`config.mk`:
```
export PLATFORM = sky130hd
export DESIGN_NAME = vr_back
export DESIGN_NICKNAME = d
export VERILOG_FILES = /design/src/design/vr_pkg.sv /design/src/design/vr_back.sv
export SDC_FILE = /design/constraint.sdc
export NUM_CORES = 1
export LEC_CHECK = 0
export ABC_AREA = 1
export BUFFER_PORTS_ARGS = -buffer_cell sky130_fd_sc_hd__buf_2
export CORE_MARGIN = 2
export CORE_UTILIZATION = 30
export DETAILED_ROUTE_END_ITERATION = 6
export SYNTH_ARGS = -nofsm -noshare
export SYNTH_HDL_FRONTEND = slang
export SYNTH_SLANG_ARGS = --single-unit
```
`constraint.sdc`:
```
create_clock -name clk_i -period 10.5 [get_ports clk_i]
set_clock_uncertainty 0.1 [all_clocks]
set_input_delay 2.625 -clock clk_i [delete_from_list [all_inputs] [get_ports clk_i]]
set_output_delay 2.625 -clock clk_i [all_outputs]
set_load 0.01 [all_outputs]
```
`src/design/vr_pkg.sv`:
```
// shared widths, lane count and sideband record for the vector reflection pipeline
// no dependencies
package vr_pkg;

  localparam int unsigned COMP_W   = 32;                 // one vector component
  localparam int unsigned LANES    = 3;                  // x, y, z
  localparam int unsigned PROD_W   = 2 * COMP_W;         // f_i*n_i, n_i*n_i
  localparam int unsigned DOT_W    = PROD_W + 2;         // signed sum of three products
  localparam int unsigned MAG_W    = PROD_W;             // |f.n| and n.n
  localparam int unsigned NUM_W    = MAG_W + COMP_W + 1; // 2*|f.n|*|n_i|
  localparam int unsigned QUO_W    = 34;                 // |q_i| <= 2*|f| < 2^33
  localparam int unsigned QS_W     = QUO_W + 2;          // rounded, signed quotient
  localparam int unsigned RES_W    = QS_W + 1;           // quotient minus incident
  localparam int unsigned FRONT_STG = 4;
  localparam int unsigned BACK_STG  = 2;
  localparam int unsigned PIPE_STG  = FRONT_STG + QUO_W + BACK_STG;

  localparam int unsigned TUSER_INVALID = 0;
  localparam int unsigned TUSER_SAT     = 1;

  typedef logic signed [COMP_W-1:0] comp_t;

  // per item data that rides alongside the divider lanes
  typedef struct packed {
    logic [LANES-1:0][COMP_W-1:0] f;     // incident components
    logic [LANES-1:0]             neg;   // quotient sign per lane
    logic                         inv;   // zero length incident or normal
  } side_t;

endpackage

```
`src/design/vr_back.sv`:
```
// back end: round half away from zero, apply sign, subtract incident, saturate
// depends on vr_pkg
module vr_back (
  input  logic                                        clk_i,
  input  logic                                        en_i,
  input  logic [vr_pkg::LANES-1:0][vr_pkg::QUO_W-1:0] quo_i,
  input  logic [vr_pkg::LANES-1:0][vr_pkg::MAG_W-1:0] rem_i,
  input  logic [vr_pkg::MAG_W-1:0]                    den_i,
  input  vr_pkg::side_t                               side_i,
  output logic [vr_pkg::LANES-1:0][vr_pkg::COMP_W-1:0] res_o,
  output logic                                        invalid_o,
  output logic                                        sat_o
);

  logic [vr_pkg::LANES-1:0][vr_pkg::QS_W-1:0]   qs1_q;
  vr_pkg::side_t                                side1_q;
  logic [vr_pkg::LANES-1:0][vr_pkg::COMP_W-1:0] res_q;
  logic                                         inv_q, sat_q;

  logic [vr_pkg::LANES-1:0][vr_pkg::QS_W-1:0]   qs_d;
  logic [vr_pkg::LANES-1:0][vr_pkg::COMP_W-1:0] res_d;
  logic                                         sat_d;
  logic [vr_pkg::QS_W-1:0]                      qr;
  logic signed [vr_pkg::RES_W-1:0]              diff;
  logic [vr_pkg::RES_W-vr_pkg::COMP_W:0]        top;

  always_comb begin
    for (int i = 0; i < vr_pkg::LANES; i++) begin
      qr = {2'b00, quo_i[i]}
         + vr_pkg::QS_W'({rem_i[i], 1'b0} >= {1'b0, den_i});
      qs_d[i] = side_i.neg[i] ? (~qr + 1'b1) : qr;
    end
  end

  always_comb begin
    sat_d = 1'b0;
    for (int i = 0; i < vr_pkg::LANES; i++) begin
      diff = vr_pkg::RES_W'($signed(qs1_q[i]))
           - vr_pkg::RES_W'($signed(side1_q.f[i]));
      top  = diff[vr_pkg::RES_W-1:vr_pkg::COMP_W-1];
      if (!top[vr_pkg::RES_W-vr_pkg::COMP_W] && (top != '0)) begin
        res_d[i] = {1'b0, {(vr_pkg::COMP_W-1){1'b1}}};
        sat_d    = 1'b1;
      end else if (top[vr_pkg::RES_W-vr_pkg::COMP_W] && (top != '1)) begin
        res_d[i] = {1'b1, {(vr_pkg::COMP_W-1){1'b0}}};
        sat_d    = 1'b1;
      end else begin
        res_d[i] = diff[vr_pkg::COMP_W-1:0];
      end
    end
    if (side1_q.inv) begin
      res_d = '0;
      sat_d = 1'b0;
    end
  end

  always_ff @(posedge clk_i) begin
    if (en_i) begin
      qs1_q   <= qs_d;
      side1_q <= side_i;
      res_q   <= res_d;
      inv_q   <= side1_q.inv;
      sat_q   <= sat_d;
    end
  end

  assign res_o     = res_q;
  assign invalid_o = inv_q;
  assign sat_o     = sat_q;

endmodule

```
==> run metrics, run 1 <==
Port Buffer Count=557; Worst path max stage delay=0.70 ns; HPWL after detailed placement=83100 um; via/cell ratio=4.78; post-synthesis instance area=27800 um^2; area of the die=95200 um^2; power density over the cells=136 nW/um^2; most used cells in the layout excluding fill and tap cells=nand2_1, inv_1, buf_2, nor2_1, ha_1; clock buffer depth=3; Synthesized Nets=4535; outcome=finished clean; EDFF count, synth=303; critical path class=in2reg; pins over their slew limit=0; transition time at the pin with the least slew margin=0.916 ns; Fin Setup TNS=0 ns; effective utilization at floorplan=0.303; via count of the first global-routing pass=26300; pin count of the biggest net entering global routing=111; Netlist cell types=56; setup repair after global routing missed its margin=false; number of filler instances in the final layout=9816; Critical Path Start=den_i[63]; Slew headroom=0.374; maximum capacitance violations=0; min-delay src=side1_q[68]; count of cell instances traversed by the critical path=29; period utilisation layout=0.692; Pre-Repair DR Iteration Count=5; TritonCTS clock tree=done; slowest cell on the critical path=nor4_1; commonest non-fill, non-tap cell in the layout=nand2_1; fraction of registers with async set/reset=0; number of hold violations in the final report=0; peak supply drop=0.107 mV; clock transition at the registers of the reported paths=0.06 ns; number of buffers created by CTS=40; Setup crit end kind=register; CORE AREA=91800 um^2; I/O Pins=558; Storage cell area=9100 um^2; max frequency=138 MHz; number of warning messages in the yosys log=0; WP data arrival=7.51 ns; x dimension of the die=309 um; required time worst endpoint=10.75 ns; antenna violations before repair=31; worst path bufs/invs=6; register area share after synthesis=0.327; global-route usage over all layers=0.202; Core Rows=111; fin crit period=7.27 ns; area leader, netlist=edfxtp_1; height of the die=309 um; Syn-to-layout area delta=20.3%; post-cts repair resize count=0; Yosys reg bits=303; type of the most critical hold path=reg2reg; first-pass GRT wire length=148000 um; number of DRC markers in iteration 0=1626; depth of the most critical reg-to-reg path=20; drc violations=0; placer's final routability congestion estimate=0.979; GRT overflow=0; number of nets in the layout=5110; Detail Route Antenna Nets=0; proportion of layout cells with a drive suffix above 1=0.167; R2R Setup Slk=6.43 ns; end of the worst register-to-register path=res_o[17]; top_reg_cell synth=edfxtp_1; clock latency on the worst-skew pair=0.60 ns; Cells on Worst Hold Path=2; top cell family by delay on the critical path=simple AND/OR/NAND/NOR gates; WL/cell=17.3 um; Post-CTS Setup Repair Bufs=0; critical path's most frequent cell=nand2_1; post-synthesis cell count=3766; startpoint types=primary input; cell at the root of the clock tree=clkbuf_16; leading post-synthesis cells by cell area=edfxtp_1, ha_1, nand2_1, inv_1, nor2_1; Final setup viols=0; multi-input combinational cell area=16400 um^2; reg-to-reg critical path startpoint=qs1_q[0]; Worst Hold Margin=0.607 ns; fraction of synthesized cell area taken by the top area cell type=0.327; timing endpoint of the critical path=qs1_q[104]; number of H-tree levels=2; number of hold-repair buffers added at the cts stage=0; static power due to leakage=16.3 nW; mean cell area of the mapped netlist=7.39 um^2; vias post-DR=27000; wirelength, routed=97600 um; Num Clock Sinks=303; worst-path maximum fanout=6
[cells by family after synthesis]
logic type | synth area share
buffers and inverters | 0.0830
XOR/XNOR | 0.0722
AND/OR/NAND/NOR | 0.284
flip-flops | 0.327
adder cells (fa/ha/maj) | 0.140
AO/OA/AOI/OAI | 0.0936
[flip-flops by register name (all words and copies together) (netlist names)]
| register | cells |
|---|---|
| invalid_o | 1 |
| qs1_q | 108 |
| res_o | 96 |
| sat_o | 1 |
| side1_q | 97 |
[final cells by class]
class	count	area share
clock buffer	44	0.0304
sequential	303	0.272
inverter	578	0.0649
clock inverter	28	0.00905
multi-input combinational	2855	0.491
antenna	23	0.00172
timing repair buffer	563	0.0850
tap	1243	0.0465
[cells in the mapped netlist, types with 5 or more instances]
cell type  instances
nor2_2            27
buf_2             10
nor3_2             8
o21ai_0          163
a21oi_1          226
xor2_1           148
nor4_1            18
nor2_4             9
inv_1            561
nand4_1           87
nor2_1           379
a211oi_1           5
clkbuf_1          14
o21bai_1          11
edfxtp_1         303
nor3_1            65
a31oi_1           21
o21a_1             5
nor3b_1            6
or2_2              5
nand3b_1          11
nand2_2           12
o21ai_1           32
ha_1             306
xnor2_1           74
nand3_2           10
inv_2             13
nand3_1          185
nand2_1          996
[tightest hold or removal path, cell delays in order (launching register included)]
cell and delay [ns]:
edfxtp_1 0.35, ha_1 0.13, a21oi_1 0.05
[metrics by stage]
step | total power, mW | cell area, um^2 | setup slack, ns | std cells | utilization
after floorplan | 2.59 | 27800 | 4.30 | 3766 | -
after global placement | 3.16 | 32100 | 2.50 | 5542 | 0.349
after detailed placement | 3.16 | 32100 | 2.52 | 5542 | 0.349
after CTS | 4.59 | 33400 | 3.15 | 5614 | 0.364
after global routing | 4.84 | 33400 | 2.63 | 5635 | 0.364
final | 4.53 | 33500 | 3.23 | 5637 | 0.364
[where the power goes]
group | switching, mW | leakage (nW) | internal, mW
clock | 0.582 | 0.636 | 0.808
sequential | 0.0624 | 3.00 | 1.54
combinational | 1.00 | 12.6 | 0.544
[how the worst min path moves through the flow]
| stage | slack (ns) | to |
|---|---|---|
| global route | 0.65 | res_o[64] |
| floorplan | 0.42 | invalid_o |
| finish | 0.61 | res_o[64] |
| detailed placement | 0.57 | res_o[64] |
| global placement | 0.59 | res_o[64] |
| CTS | 0.61 | res_o[64] |
[routing by layer]
metal,GRT usage,vias up,wire length [um]
met4,0.0811,18,3290
met5,0.00657,-,188
met2,0.330,794,44900
li1,-,13700,-
met1,0.258,12300,43400
met3,0.0420,170,5850
Note: power is estimated with default switching activity, not from simulation.
==> run 2: changes to the inputs <==
clock period = 6.32 ns   (was 10.5 ns; I/O delays follow)
==> run metrics, run 2 (synthesis results as in run 1) <==
outcome=finished clean (unchanged); peak supply drop=0.154 mV (was 0.107 mV); number of buffers created by CTS=38 (was 40); clock latency on the worst-skew pair=0.60 ns (about the same); vias post-DR=26900 (was 27000); required time worst endpoint=6.57 ns (was 10.75 ns); Most flops, register=qs1_q (unchanged); Syn-to-layout area delta=21.1% (was 20.3%); clock buffer depth=3 (unchanged); number of DRC markers in iteration 0=1538 (was 1626); clock transition at the registers of the reported paths=0.06 ns (about the same); antenna violations before repair=16 (was 31); drc violations=0 (unchanged); most used cells in the layout excluding fill and tap cells=nand2_1, inv_1, buf_2, nor2_1, ha_1 (unchanged); area of the die=95200 um^2 (unchanged); worst path bufs/invs=2 (was 6); instance area at placement=32400 um^2 (was 32100 um^2); Setup crit end kind=register (unchanged); HPWL after detailed placement=83500 um (was 83100 um); type of the most critical hold path=reg2reg (unchanged); Core Rows=111 (unchanged); max frequency=172 MHz; via count of the first global-routing pass=26300 (about the same); commonest non-fill, non-tap cell in the layout=nand2_1 (unchanged); critical path's most frequent cell=nand2_1 (unchanged); setup repair after global routing missed its margin=false (unchanged); number of H-tree levels=2 (unchanged); Num Clock Sinks=303 (unchanged); WP data arrival=6.06 ns (was 7.51 ns); number of hold violations in the final report=0 (unchanged); Post-CTS Setup Repair Bufs=0 (unchanged); Final setup viols=0 (unchanged); global-route usage over all layers=0.200 (was 0.202); maximum capacitance violations=0 (unchanged); proportion of layout cells with a drive suffix above 1=0.174 (was 0.167); fin crit period=5.82 ns; Detail Route Antenna Nets=0 (unchanged); Port Buffer Count=557 (unchanged); first-pass GRT wire length=148000 um (about the same); slowest cell on the critical path=ha_1 (was nor4_1); WL/cell=17.2 um (was 17.3 um); effective utilization at floorplan=0.303 (unchanged); pin count of the biggest net entering global routing=132 (was 111); final instance area=33700 um^2 (was 33500 um^2); CORE AREA=91800 um^2 (unchanged); wirelength, routed=97200 um (was 97600 um); Worst Hold Margin=0.599 ns (was 0.607 ns); worst-path maximum fanout=6 (unchanged); startpoint types=primary input (unchanged); period utilisation layout=0.920; Worst path max stage delay=0.37 ns (was 0.70 ns); height of the die=309 um (unchanged); via/cell ratio=4.75 (was 4.78); power density over the cells=222 nW/um^2 (was 136 nW/um^2); TritonCTS clock tree=done (unchanged); I/O Pins=558 (unchanged); critical path class=in2reg (unchanged); top cell family by delay on the critical path=simple AND/OR/NAND/NOR gates (unchanged); Pre-Repair DR Iteration Count=6 (was 5); number of nets in the layout=5143 (was 5110); Slew headroom=0.256 (was 0.374); setup slack at placement=-0.228 ns (was 2.52 ns); placer's final routability congestion estimate=0.980 (was 0.979); static power due to leakage=16.4 nW (was 16.3 nW); utilization after layout=0.367 (was 0.364); PnR Total Power=7.49 mW (was 4.53 mW); x dimension of the die=309 um (unchanged); pins over their slew limit=0 (unchanged); flip-flop count of the largest register, all copies and words added=108 (unchanged); cell at the root of the clock tree=clkbuf_16 (unchanged); GRT overflow=0 (unchanged); setup slack of the critical path after layout=0.503 ns (was 3.23 ns); transition time at the pin with the least slew margin=1.11 ns (was 0.916 ns)
==> run 2: cell types whose count changed in the layout (fill, tap and decap cells not counted), sizes merged <==
cell and delta:
clkbuf -5, clkinv -5, clkinvlp +2, inv +5, diode -14, buf +35
==> run 2: cell type report <==
class / count / area, um^2
clock buffer: 39 / 955
tap: 1243 / 1560
timing repair buffer: 598 / 3130
sequential: 303 / 9100
fill: 9764 / 58100
multi-input combinational: 2855 / 16400
inverter: 578 / 2170
clock inverter: 30 / 330
antenna: 9 / 22.5
==> run 2: through the flow <==
| stage | std cells | setup TNS (ns) |
|---|---|---|
| CTS | 5646 | 0 |
| global placement | 5577 | -0.392 |
| finish | 5655 | 0 |
| detailed placement | 5577 | -1.20 |
| floorplan | 3766 | 0 |
| global route | 5654 | 0 |
==> run 2: worst register-to-register path: cells and delay by family, from the launching register on <==
kind                       cells  cell delay (ns)
AOI/OAI and AO/OA              3             1.44
adders and majority gates      2             0.67
buffers and inverters          1             0.12
DFF                            1             0.38
and+or+nand+nor                9             1.39
==> run 2: routing by layer <==
layer  GRT usage  routed length [um]
met1       0.262               44300
met3      0.0269                4480
met4      0.0558                2510
met5           0                  40
met2       0.344               45900
==> run 2: where the power goes <==
| part | internal (mW) | total, mW | switching [mW] |
|---|---|---|---|
| sequential | 2.55 | 2.66 | 0.106 |
| clock | 1.30 | 2.25 | 0.958 |
| combinational | 0.920 | 2.58 | 1.66 |
| total | 4.77 | 7.49 | 2.72 |
==> run 2: path summary, 6_finish.rpt <==
kind / slack (ns) / start / cells past startpoint / endpoint
setup reg to reg: 1.95 / side1_q[36] / 15 / res_o[47]
hold / removal: 0.60 / side1_q[36] / 2 / res_o[32]
setup / recovery: 0.50 / den_i[32] / 26 / qs1_q[32]
hold reg to reg: 0.60 / side1_q[36] / 2 / res_o[32]
==> run 2: what timing repair did <==
action | CTS | global route
resized for setup | 0 | 1
setup endpoints to repair | 0 | 1
hold buffers | 0 | 0
